`config.mk`:
```
export PLATFORM = sky130hd
export DESIGN_NAME = bresenham_line_stepper
export DESIGN_NICKNAME = d
export VERILOG_FILES = /design/src/rtl/core/bls_pkg.sv /design/src/rtl/core/bls_in_stage.sv /design/src/rtl/core/bls_core.sv /design/src/rtl/core/bls_out_stage.sv /design/src/rtl/core/bresenham_line_stepper.sv
export SDC_FILE = /design/constraint.sdc
export NUM_CORES = 1
export LEC_CHECK = 0
export BUFFER_PORTS_ARGS = -buffer_cell sky130_fd_sc_hd__buf_2
export CAP_MARGIN = 40
export CORE_AREA = 10 10 261 188
export CTS_CLUSTER_SIZE = 40
export DETAILED_ROUTE_END_ITERATION = 6
export DIE_AREA = 0 0 271 198
export PLACE_DENSITY = 0.71
export REMOVE_ABC_BUFFERS = 1
export SLEW_MARGIN = 0
export SYNTH_ARGS = -nofsm -noshare
export SYNTH_HDL_FRONTEND = slang
export SYNTH_SLANG_ARGS = --single-unit
```
`constraint.sdc`:
```
create_clock -name clk -period 9.07 [get_ports clk]
set_clock_uncertainty 0.05 [all_clocks]
set_input_delay 1.3605 -clock clk [delete_from_list [all_inputs] [get_ports clk]]
set_output_delay 1.3605 -clock clk [all_outputs]
set_load 0.1 [all_outputs]
```
`src/rtl/core/bls_pkg.sv`:
```
package bls_pkg;

    // coordinate width; coordinates wrap at this width
    localparam int COORD_BITS = 16;
    localparam int DIFF_BITS  = COORD_BITS + 1;
    localparam int ERR_BITS   = COORD_BITS + 3;
    localparam int LEFT_BITS  = COORD_BITS + 1;
    localparam int WIN_BITS   = 15;
    localparam int CMP_BITS   = ((COORD_BITS > WIN_BITS) ? COORD_BITS : WIN_BITS) + 1;
    localparam int COLOR_BITS = 32;
    localparam int CFG_IDX_BITS = 1;

    localparam logic [WIN_BITS-1:0] WIN_WIDTH_RESET  = WIN_BITS'(1920);
    localparam logic [WIN_BITS-1:0] WIN_HEIGHT_RESET = WIN_BITS'(1080);

    localparam logic [CFG_IDX_BITS-1:0] REG_WIN_WIDTH  = CFG_IDX_BITS'(0);
    localparam logic [CFG_IDX_BITS-1:0] REG_WIN_HEIGHT = CFG_IDX_BITS'(1);

    localparam logic FUNC_LOAD = 1'b0;
    localparam logic FUNC_STEP = 1'b1;

    typedef struct packed {
        logic                  func;
        logic [COORD_BITS-1:0] start_x;
        logic [COORD_BITS-1:0] start_y;
        logic [COORD_BITS-1:0] end_x;
        logic [COORD_BITS-1:0] end_y;
        logic [COLOR_BITS-1:0] line_color;
    } in_word_t;

    typedef struct packed {
        logic                  pixel_valid;
        logic [COORD_BITS-1:0] pixel_x;
        logic [COORD_BITS-1:0] pixel_y;
        logic [COLOR_BITS-1:0] pixel_color;
        logic                  line_last;
    } pix_word_t;

    typedef struct packed {
        logic                    we;
        logic [CFG_IDX_BITS-1:0] index;
        logic [WIN_BITS-1:0]     data;
    } cfg_write_t;

endpackage

```
`src/rtl/core/bls_in_stage.sv`:
```
module bls_in_stage (
    input  logic              clk,
    input  logic              rst_n,
    input  logic              in_valid,
    output logic              in_ready,
    input  bls_pkg::in_word_t in_word,
    input  logic              advance,
    output logic              fire,
    output bls_pkg::in_word_t held_word
);
    import bls_pkg::*;

    logic     valid_reg;
    logic     valid_next;
    in_word_t word_reg;
    logic     in_fire;

    // slot frees when its word moves on to the result register
    assign in_ready = !valid_reg || advance;
    assign in_fire  = in_valid && in_ready;
    assign fire     = valid_reg && advance;
    assign held_word = word_reg;

    always_comb
    begin
        if (in_fire)
        begin
            valid_next = 1'b1;
        end
        else if (advance)
        begin
            valid_next = 1'b0;
        end
        else
        begin
            valid_next = valid_reg;
        end
    end

    always_ff @(posedge clk or negedge rst_n)
    begin
        if (!rst_n)
        begin
            valid_reg <= 1'b0;
        end
        else
        begin
            valid_reg <= valid_next;
        end
    end

    always_ff @(posedge clk)
    begin
        if (in_fire)
        begin
            word_reg <= in_word;
        end
    end

endmodule

```
`src/rtl/core/bls_core.sv`:
```
module bls_core (
    input  logic                clk,
    input  logic                rst_n,
    input  bls_pkg::cfg_write_t cfg,
    input  logic                fire,
    input  bls_pkg::in_word_t   word,
    output bls_pkg::pix_word_t  result
);
    import bls_pkg::*;

    logic [WIN_BITS-1:0]   win_width_reg;
    logic [WIN_BITS-1:0]   win_height_reg;

    logic [COORD_BITS-1:0] cur_x_reg,       cur_x_next;
    logic [COORD_BITS-1:0] cur_y_reg,       cur_y_next;
    logic [ERR_BITS-1:0]   err_reg,         err_next;
    logic [COORD_BITS-1:0] major_reg,       major_next;
    logic [COORD_BITS-1:0] minor_reg,       minor_next;
    logic [LEFT_BITS-1:0]  left_reg,        left_next;
    logic                  minor_neg_reg,   minor_neg_next;
    logic                  x_major_reg,     x_major_next;
    logic [COLOR_BITS-1:0] color_reg,       color_next;

    // load setup
    logic [DIFF_BITS-1:0]  dx;
    logic [DIFF_BITS-1:0]  dy;
    logic [DIFF_BITS-1:0]  dx_abs;
    logic [DIFF_BITS-1:0]  dy_abs;
    logic [COORD_BITS-1:0] adx;
    logic [COORD_BITS-1:0] ady;
    logic                  ld_x_major;
    logic                  ld_swap;
    logic                  ld_minor_neg;
    logic [COORD_BITS-1:0] ld_major;
    logic [COORD_BITS-1:0] ld_minor;

    // step
    logic                  bump;
    logic                  in_window;
    logic [COORD_BITS-1:0] minor_inc;
    logic [ERR_BITS-1:0]   minor2;
    logic [ERR_BITS-1:0]   major2;
    logic [ERR_BITS-1:0]   ld_minor2;
    logic [ERR_BITS-1:0]   ld_major_ext;
    logic [LEFT_BITS-1:0]  left_dec;

    assign dx = {word.end_x[COORD_BITS-1], word.end_x}
              - {word.start_x[COORD_BITS-1], word.start_x};
    assign dy = {word.end_y[COORD_BITS-1], word.end_y}
              - {word.start_y[COORD_BITS-1], word.start_y};
    assign dx_abs = dx[DIFF_BITS-1] ? (~dx + DIFF_BITS'(1)) : dx;
    assign dy_abs = dy[DIFF_BITS-1] ? (~dy + DIFF_BITS'(1)) : dy;
    assign adx = dx_abs[COORD_BITS-1:0];
    assign ady = dy_abs[COORD_BITS-1:0];

    // equal absolute deltas (equal endpoints included) fall to y major
    assign ld_x_major = ady < adx;
    assign ld_swap    = ld_x_major ? dx[DIFF_BITS-1] : dy[DIFF_BITS-1];
    assign ld_major   = ld_x_major ? adx : ady;
    assign ld_minor   = ld_x_major ? ady : adx;

    // after reordering the minor step flips sign
    always_comb
    begin
        if (ld_x_major)
        begin
            ld_minor_neg = ld_swap ? (!dy[DIFF_BITS-1] && (dy != '0)) : dy[DIFF_BITS-1];
        end
        else
        begin
            ld_minor_neg = ld_swap ? (!dx[DIFF_BITS-1] && (dx != '0)) : dx[DIFF_BITS-1];
        end
    end

    assign ld_minor2    = {{(ERR_BITS-COORD_BITS-1){1'b0}}, ld_minor, 1'b0};
    assign ld_major_ext = {{(ERR_BITS-COORD_BITS){1'b0}}, ld_major};

    assign minor2 = {{(ERR_BITS-COORD_BITS-1){1'b0}}, minor_reg, 1'b0};
    assign major2 = {{(ERR_BITS-COORD_BITS-1){1'b0}}, major_reg, 1'b0};
    assign bump   = !err_reg[ERR_BITS-1] && (err_reg != '0);
    assign minor_inc = minor_neg_reg ? {COORD_BITS{1'b1}} : COORD_BITS'(1);
    assign left_dec  = left_reg - LEFT_BITS'(1);

    assign in_window = !cur_x_reg[COORD_BITS-1] && !cur_y_reg[COORD_BITS-1]
                    && (CMP_BITS'(cur_x_reg) < CMP_BITS'(win_width_reg))
                    && (CMP_BITS'(cur_y_reg) < CMP_BITS'(win_height_reg));

    always_comb
    begin
        cur_x_next     = cur_x_reg;
        cur_y_next     = cur_y_reg;
        err_next       = err_reg;
        major_next     = major_reg;
        minor_next     = minor_reg;
        left_next      = left_reg;
        minor_neg_next = minor_neg_reg;
        x_major_next   = x_major_reg;
        color_next     = color_reg;
        result         = '0;
        result.pixel_color = color_reg;

        case (word.func)
            FUNC_LOAD:
            begin
                x_major_next   = ld_x_major;
                cur_x_next     = ld_swap ? word.end_x : word.start_x;
                cur_y_next     = ld_swap ? word.end_y : word.start_y;
                major_next     = ld_major;
                minor_next     = ld_minor;
                minor_neg_next = ld_minor_neg;
                err_next       = ld_minor2 - ld_major_ext;
                left_next      = LEFT_BITS'(ld_major) + LEFT_BITS'(1);
                color_next     = word.line_color;
                result.pixel_color = word.line_color;
            end
            FUNC_STEP:
            begin
                if (left_reg == '0)
                begin
                    result.line_last = 1'b1;
                end
                else
                begin
                    result.pixel_valid = in_window;
                    result.pixel_x     = cur_x_reg;
                    result.pixel_y     = cur_y_reg;
                    result.line_last   = (left_dec == '0);
                    left_next = left_dec;
                    err_next  = bump ? (err_reg + minor2 - major2) : (err_reg + minor2);
                    if (x_major_reg)
                    begin
                        cur_x_next = cur_x_reg + COORD_BITS'(1);
                        if (bump)
                        begin
                            cur_y_next = cur_y_reg + minor_inc;
                        end
                    end
                    else
                    begin
                        cur_y_next = cur_y_reg + COORD_BITS'(1);
                        if (bump)
                        begin
                            cur_x_next = cur_x_reg + minor_inc;
                        end
                    end
                end
            end
            default:
            begin
                result.line_last = 1'b1;
            end
        endcase
    end

    always_ff @(posedge clk or negedge rst_n)
    begin
        if (!rst_n)
        begin
            win_width_reg  <= WIN_WIDTH_RESET;
            win_height_reg <= WIN_HEIGHT_RESET;
        end
        else if (cfg.we)
        begin
            case (cfg.index)
                REG_WIN_WIDTH:  win_width_reg  <= cfg.data;
                REG_WIN_HEIGHT: win_height_reg <= cfg.data;
                default: ;
            endcase
        end
    end

    always_ff @(posedge clk or negedge rst_n)
    begin
        if (!rst_n)
        begin
            cur_x_reg     <= '0;
            cur_y_reg     <= '0;
            err_reg       <= '0;
            major_reg     <= '0;
            minor_reg     <= '0;
            left_reg      <= '0;
            minor_neg_reg <= 1'b0;
            x_major_reg   <= 1'b0;
            color_reg     <= '0;
        end
        else if (fire)
        begin
            cur_x_reg     <= cur_x_next;
            cur_y_reg     <= cur_y_next;
            err_reg       <= err_next;
            major_reg     <= major_next;
            minor_reg     <= minor_next;
            left_reg      <= left_next;
            minor_neg_reg <= minor_neg_next;
            x_major_reg   <= x_major_next;
            color_reg     <= color_next;
        end
    end

endmodule

```
`src/rtl/core/bls_out_stage.sv`:
```
module bls_out_stage (
    input  logic               clk,
    input  logic               rst_n,
    input  logic               fire,
    input  bls_pkg::pix_word_t result,
    output logic               advance,
    output logic               out_valid,
    input  logic               out_ready,
    output bls_pkg::pix_word_t out_word
);
    import bls_pkg::*;

    logic      valid_reg;
    logic      valid_next;
    pix_word_t word_reg;

    assign advance   = !valid_reg || out_ready;
    assign out_valid = valid_reg;
    assign out_word  = word_reg;

    always_comb
    begin
        if (fire)
        begin
            valid_next = 1'b1;
        end
        else if (out_ready)
        begin
            valid_next = 1'b0;
        end
        else
        begin
            valid_next = valid_reg;
        end
    end

    always_ff @(posedge clk or negedge rst_n)
    begin
        if (!rst_n)
        begin
            valid_reg <= 1'b0;
        end
        else
        begin
            valid_reg <= valid_next;
        end
    end

    always_ff @(posedge clk)
    begin
        if (fire)
        begin
            word_reg <= result;
        end
    end

endmodule

```
`src/rtl/core/bresenham_line_stepper.sv`:
```
// bresenham line stepper
// input channel (in_valid/in_ready) carries one word per command: func selects
// load (endpoints and color) or step (emit one pixel of the current line)
// output channel (out_valid/out_ready) returns exactly one word per input word,
// in order: a load answers with zeros and the new color, a step answers with
// the pixel, its window flag and a last flag (last is also set when no line is
// active)
// window registers must be written via cfg_we/cfg_index/cfg_data only while
// idle, which the block does not enforce; index 0 is the width, index 1 the
// height, 15 bits each; the word is taken into an input register, then one
// add and compare of the stepper moves it into the result register; throughput
// is one word per cycle while out_ready is high, set by the single error-term
// update per step; the stepper state lives in registers that advance with each
// word; when the receiver stalls the result register holds, the input register
// takes one more word only if empty, and in_ready stays low until out_ready
// returns; reset empties both registers, clears the line state (no line active)
// and restores the window to 1920 by 1080
module bresenham_line_stepper (
    input  logic                                  clk,
    input  logic                                  rst_n,
    input  logic                                  in_valid,
    output logic                                  in_ready,
    input  logic                                  func,
    input  logic signed [bls_pkg::COORD_BITS-1:0] start_x,
    input  logic signed [bls_pkg::COORD_BITS-1:0] start_y,
    input  logic signed [bls_pkg::COORD_BITS-1:0] end_x,
    input  logic signed [bls_pkg::COORD_BITS-1:0] end_y,
    input  logic        [bls_pkg::COLOR_BITS-1:0] line_color,
    output logic                                  out_valid,
    input  logic                                  out_ready,
    output logic                                  pixel_valid,
    output logic signed [bls_pkg::COORD_BITS-1:0] pixel_x,
    output logic signed [bls_pkg::COORD_BITS-1:0] pixel_y,
    output logic        [bls_pkg::COLOR_BITS-1:0] pixel_color,
    output logic                                  line_last,
    input  logic                                  cfg_we,
    input  logic      [bls_pkg::CFG_IDX_BITS-1:0] cfg_index,
    input  logic          [bls_pkg::WIN_BITS-1:0] cfg_data
);
    import bls_pkg::*;

    in_word_t   in_word;
    in_word_t   held_word;
    pix_word_t  result;
    pix_word_t  out_word;
    cfg_write_t cfg;
    logic       fire;
    logic       advance;

    // pack the command word
    assign in_word.func       = func;
    assign in_word.start_x    = start_x;
    assign in_word.start_y    = start_y;
    assign in_word.end_x      = end_x;
    assign in_word.end_y      = end_y;
    assign in_word.line_color = line_color;

    assign cfg.we    = cfg_we;
    assign cfg.index = cfg_index;
    assign cfg.data  = cfg_data;

    // input register
    bls_in_stage u_in_stage (
        .clk       (clk),
        .rst_n     (rst_n),
        .in_valid  (in_valid),
        .in_ready  (in_ready),
        .in_word   (in_word),
        .advance   (advance),
        .fire      (fire),
        .held_word (held_word)
    );

    // line state, setup and per-pixel step
    bls_core u_core (
        .clk    (clk),
        .rst_n  (rst_n),
        .cfg    (cfg),
        .fire   (fire),
        .word   (held_word),
        .result (result)
    );

    // result register
    bls_out_stage u_out_stage (
        .clk       (clk),
        .rst_n     (rst_n),
        .fire      (fire),
        .result    (result),
        .advance   (advance),
        .out_valid (out_valid),
        .out_ready (out_ready),
        .out_word  (out_word)
    );

    // unpack the result word
    assign pixel_valid = out_word.pixel_valid;
    assign pixel_x     = out_word.pixel_x;
    assign pixel_y     = out_word.pixel_y;
    assign pixel_color = out_word.pixel_color;
    assign line_last   = out_word.line_last;

endmodule
```
After elaboration in Yosys (flattened, before gate mapping)
Index checks and enable logic that the tools add are counted.
Storage, ports and cells
  register bits after elaboration: 329
  input port bits: 118
  output and inout bits: 68
  logic and storage cells: 108
Cells by class
  add/subtract/negate cells: 13
  $lt $le $gt $ge: 3
  eq/ne operators: 3
  muxes and demuxes: 30
  bitwise gates (word level): 4
  reduce and logical (&&, ||, !) cells: 31
Operators with widths (number)
  two-way mux 16 bit: 13
  adder 16 x 1 -> 16 bit, second input constant: 4
  case mux 16 bit (2 select lines): 2
  two-way mux 19 bit: 2
  case mux 19 bit (2 select lines): 1
  zero test 17 bit: 2
  case mux 17 bit (2 select lines): 1
  nonzero test 17 bit: 2
  subtractor 16 x 16 -> 17 bit: 2
  adder 16 bit: 2
  < comparator 16 x 15 -> 1 bit: 2
  two-way mux 32 bit: 1
  inverter 16 bit: 2
  adder 19 x 17 -> 19 bit: 1
  nonzero test 19 bit: 1
  subtractor 19 x 17 -> 19 bit: 1
  subtractor 17 x 16 -> 18 bit: 1
  adder 16 x 1 -> 17 bit, second input constant: 1
  two-way mux 17 bit: 1
  subtractor 17 x 1 -> 17 bit, second input constant: 1
  < comparator 16 bit: 1
  two-way mux 1 bit: 9
  logical AND 1 bit: 8
  AND reduction 2 bit: 4
  other kinds (9): 19

Longest topological paths before layout
  depth after elaboration: 8
  gate-level depth with buffers: 38

By module
Synthesis repeated with hierarchy kept, for this count alone.
Second synthesis, totals
  cell total of the unflattened synthesis: 2216
  area total of the unflattened synthesis: 20911.3 um2
Modules (own cells, without submodules)
  bls_core: times used 1, cells each 2045, area an instance 15909.0 um2, sequential area each 4113.9 um2
  bls_in_stage: times used 1, cells each 102, area an instance 2972.9 um2, sequential area each 2937.8 um2
  bls_out_stage: times used 1, cells each 69, area an instance 2029.4 um2, sequential area each 2006.9 um2

Least setup slack after synthesis
No wires, ideal clock.
  path type: register to register
  from: register u_in_stage.word_reg, in the netlist u_in_stage.held_word[64]
  to: register u_core.err_reg[13]
  setup time: 0.137 ns
  arrival time: 7.375 ns
  path slack: 1.508 ns
  cell stages (with the launch flop): 36
  period minus slack after synthesis: 7.562 ns
  cell sequence: edfxtp_1 -> ha_1 -> fa_1 -> nor2b_2 -> o211ai_2 -> a2111o_1 -> a21oi_1 -> a41oi_1 -> buf_2 -> and2_1 -> xnor2_1 -> inv_1 -> ha_1 -> o2111ai_1 -> a21oi_1 -> a2111oi_0 -> o21bai_1 -> or2_2 -> a211oi_1 -> o211a_1 -> or3_4 -> buf_6 -> nand2_8 -> buf_2 -> buf_4 -> buf_2 -> o21ai_0 -> ha_1 -> and4_1 -> a2111oi_2 -> a211o_1 -> nand4_1 -> and2_1 -> a311oi_2 -> xor2_1 -> a21oi_1
On the way
  cells in the longest elaborated chain, start to end: 8
  elaborated cells on any way between the ends: 9
  those cells by class: 3 x add/sub; 1 x order compare; 4 x mux; 1 x bitwise
RTL lines
  start: declaration: line bls_in_stage.sv:15  | in_word_t word_reg;
  start signal: assignment: line bls_in_stage.sv:56  | word_reg <= in_word;
  subtractor 16 x 16 -> 17 bit *: line bls_core.sv:50  | - {word.start_y[COORD_BITS-1], word.start_y};
  inverter 16 bit: line bls_core.sv:52  | assign dy_abs = dy[DIFF_BITS-1] ? (~dy + DIFF_BITS'(1)) : dy;
  adder 16 x 1 -> 16 bit: line bls_core.sv:52
  two-way mux 16 bit *: line bls_core.sv:52
  < comparator 16 bit: line bls_core.sv:57  | assign ld_x_major = ady < adx;
  two-way mux 16 bit, on equally long branches: line bls_core.sv:60, bls_core.sv:59
  subtractor 17 x 16 -> 18 bit *: line bls_core.sv:111  | err_next = ld_minor2 - ld_major_ext;
  case mux 19 bit (2 select lines) *: line bls_core.sv:102  | case (word.func)
  end signal: assignment: line bls_core.sv:190  | err_reg <= err_next;
  end: declaration: line bls_core.sv:16  | logic [ERR_BITS-1:0] err_reg, err_next;
Mark *: on every way between the ends. The rest lies on a longest branch, timed or not.
A chain may end at the register's enable or synchronous reset.

Final worst setup path
Same ends and word-level chain as after synthesis.

==> impl_metrics.env <==
export IMPL_outcome="finished, final reports clean"
export IMPL_hold_viol_final=0
export IMPL_clkLatencyLatePin_ns=0.56
export IMPL_cp_required_ns=9.42
export IMPL_clockBufferDepth=3
export IMPL_yosys_cell_count_top_type="nand2_1"
export IMPL_synthAdderAreaFrac_pct=9.393
export IMPL_rr_startpoint="u_in_stage.held_word[64]$_DFFE_PP_"
export IMPL_total_power_mw=9.451
export IMPL_die_h_um=198
export IMPL_gp_congestion=0.9131
export IMPL_cts_sinks=329
export IMPL_path_clk_slew_ns=0.06
export IMPL_period_share_pct=91.49
export IMPL_p_leak_nw=10.64
export IMPL_syn_area_um2=20860
export IMPL_crit_path_frequent_cell="ha_1"
export IMPL_setup_viol=0
export IMPL_ys_warn_count=0
export IMPL_vias=16760
export IMPL_power_density_nw_per_um2=397.7
export IMPL_synth_top_area_share_pct=23.46
export IMPL_final_core_util_pct=53.62
export IMPL_synth_compound_area_share_pct=17.32
export IMPL_synth_xor_area_share_pct=5.230
export IMPL_ctsHoldBuffers=0
export IMPL_crit_arrival_ns=8.65
export IMPL_cts_setup_buffers=0
export IMPL_dp_hpwl_mm=45.46
export IMPL_vias_per_cell=5.731
export IMPL_grt_remaining_overflow=0
export IMPL_ys_ff_latch=329
export IMPL_ys_types=92
export IMPL_nNetsFinal=2565
export IMPL_syn_inst=2125
export IMPL_wl_mm=60.56
export IMPL_slowest_delay_ns=0.49
export IMPL_rsz0062_at_grt="false"
export IMPL_grt_pass1_wl_mm=94.88
export IMPL_maxSlewViolCount=0
export IMPL_hold_path_class="flip-flop to flip-flop"
export IMPL_row_count=65
export IMPL_fmax_mhz=120.5
export IMPL_maxSlewHeadroom_pct=39.91
export IMPL_drc=0
export IMPL_hp_start="u_core.err_reg[0]$_DFFE_PN0P_"
export IMPL_synth_commonest_cells="nand2_1, edfxtp_1, a21oi_1"
export IMPL_cp_slowest_cell="a2111oi_1"
export IMPL_die_area_um2=53660
export IMPL_synth_flop_cell="edfxtp_1"
export IMPL_synth_top_family_by_area="compound AO/OA/AOI/OAI gates"
export IMPL_startpoint_type="flip-flop"
export IMPL_fillers=3929
export IMPL_antennaDiodeCount=0
export IMPL_syn_area_per_cell_um2=9.816
export IMPL_largest_register_ffs=97
export IMPL_synth_edf_count=163
export IMPL_maxCapViolations=0
export IMPL_max_vdd_ir_drop_mv=0.2251
export IMPL_cts_tree="done"
export IMPL_cp_top_family="compound AO/OA/AOI/OAI gates"
export IMPL_initial_core_util_pct=47.06
export IMPL_core_um2=44320
export IMPL_crit_buf_inv=1
export IMPL_drt_iter0_drc=1619
export IMPL_path_max_fanout=51
export IMPL_synth_area_top_cells="edfxtp_1, dfrtp_1, ha_1"
export IMPL_grt_pass1_vias=16340
export IMPL_cp_end_kind="flip-flop"
export IMPL_grtUsageTotal_pct=22.29
export IMPL_fin_setup_tns_ns=0
export IMPL_avgRoutedWirePerCell_um=20.71
export IMPL_antenna_found_initial=0
export IMPL_worstMarginPinSlew_ns=0.9014
export IMPL_yosys_area_top_type="edfxtp_1"
export IMPL_ios=186
export IMPL_port_buffers=185
export IMPL_area_growth_pct=13.93
export IMPL_fp_dieW_um=271
export IMPL_criticalPathCategory="flip-flop to flip-flop"
export IMPL_synthArstFlopShare_pct=50.46
export IMPL_crit_start="u_in_stage.held_word[64]$_DFFE_PP_"
export IMPL_synthSimpleGateAreaFrac_pct=12.81
export IMPL_cts_buffers=36
export IMPL_htreeDepth=2
export IMPL_synthMuxAreaShare_pct=7.300
export IMPL_cts_root_buffer="clkbuf_16"
export IMPL_drt_first_pass_iters=5
export IMPL_ys_seq_area_share_pct=43.43
export IMPL_post_route_min_period_ns=8.298
export IMPL_ant_nets=0
export IMPL_drive_gt1_share_pct=17.79
export IMPL_grt_max_degree=133
cell type report:
type	instances	area [um^2]	share of cell area (%)
clock buffers	45	974.7	4.101
clock inverters	20	275.3	1.158
inverters	160	603.1	2.538
multi-input cells	1555	10900	45.85
flip-flops and latches	329	9059	38.12
well taps	603	754.5	3.175
repair buffers	212	1202	5.059
path summary, 6_finish.rpt:
| path | depth (start not counted) | to | slack (ns) |
|---|---|---|---|
| hold reg to reg | 2 | u_core.err_reg[0]$_DFFE_PN0P_ | 0.42 |
| hold / removal | 2 | u_core.err_reg[0]$_DFFE_PN0P_ | 0.42 |
| setup / recovery | 29 | u_core.err_reg[13]$_DFFE_PN0P_ | 0.77 |
| setup reg to reg | 29 | u_core.err_reg[13]$_DFFE_PN0P_ | 0.77 |
| max in group asynchronous | 3 | u_core.major_reg[1]$_DFFE_PN0P_ | 7.48 |
| min in group asynchronous | 1 | u_core.win_width_reg[13]$_DFFE_PN0P_ | 0.60 |
power breakdown:
group	switching, mW	total [mW]	internal, mW
Sequential	0.307	2.27	1.97
Combinational	3.45	5.64	2.18
Clock	0.648	1.54	0.893
layout by cell type (no fill, tap or decap), drive strengths merged, types with 12 or more instances in the layout:
cell type,count
a211oi,17
a21o,55
a21oi,164
a31oi,14
and2,13
and3,35
buf,212
clkbuf,45
clkinv,12
dfrtp,158
edfxtp,163
ha,147
inv,162
mux2,95
mux2i,44
nand2,224
nand2b,26
nand3,30
nor2,120
nor2b,20
nor3,36
nor4,16
o211ai,13
o21ai,180
o21bai,22
xnor2,84
xor2,38
worst reg2reg max path: cells and delay by family, from the launching register on:
| family | cells | cell delay, ns |
|---|---|---|
| AOI/OAI and AO/OA | 14 | 4.26 |
| and+or+nand+nor | 8 | 1.40 |
| DFF | 1 | 0.39 |
| buffers and inverters | 1 | 0.21 |
| adders and majority gates | 4 | 1.32 |
| xor gates and xnor gates | 2 | 0.53 |
timing repair:
item                                    4_1_cts  5_1_grt
endpoints found under the setup margin        0        4
resized for setup                             0        4
hold endpoints to repair                      0        0
kinds of logic (layout without fill, tap and decap cells):
family / Yosys count / count (layout)
flops: 329 / 329
xor+xnor: 123 / 123
buf+inv: 241 / 437
simple gates: 567 / 567
mux: 139 / 139
fa+ha+maj: 153 / 153
compound gates: 573 / 573
through the flow:
stage          instance area [um^2]  std cells  hold WS [ns]  setup WS [ns]
2_1_floorplan                 20520       2044        0.3913          1.650
3_3_place_gp                  22410       2854        0.4083         0.9656
3_5_place_dp                  22500       2858        0.4093         0.6919
4_1_cts                       23750       2923        0.4244         0.6685
5_1_grt                       23770       2924        0.4394        0.01103
6_report                      23770       2924        0.4227         0.7723
routing by layer:
layer	up-vias	global-route usage (%)	wire [um]	part of all wire, %
met2	577	32.75	25400	42
li1	8005	-	-	-
met3	48	3.893	4496	7.4
met1	8128	34.03	30020	50
met4	0	3.551	644	1.1
met5	-	0	0	0
Note: power is estimated with default switching activity, not from simulation.
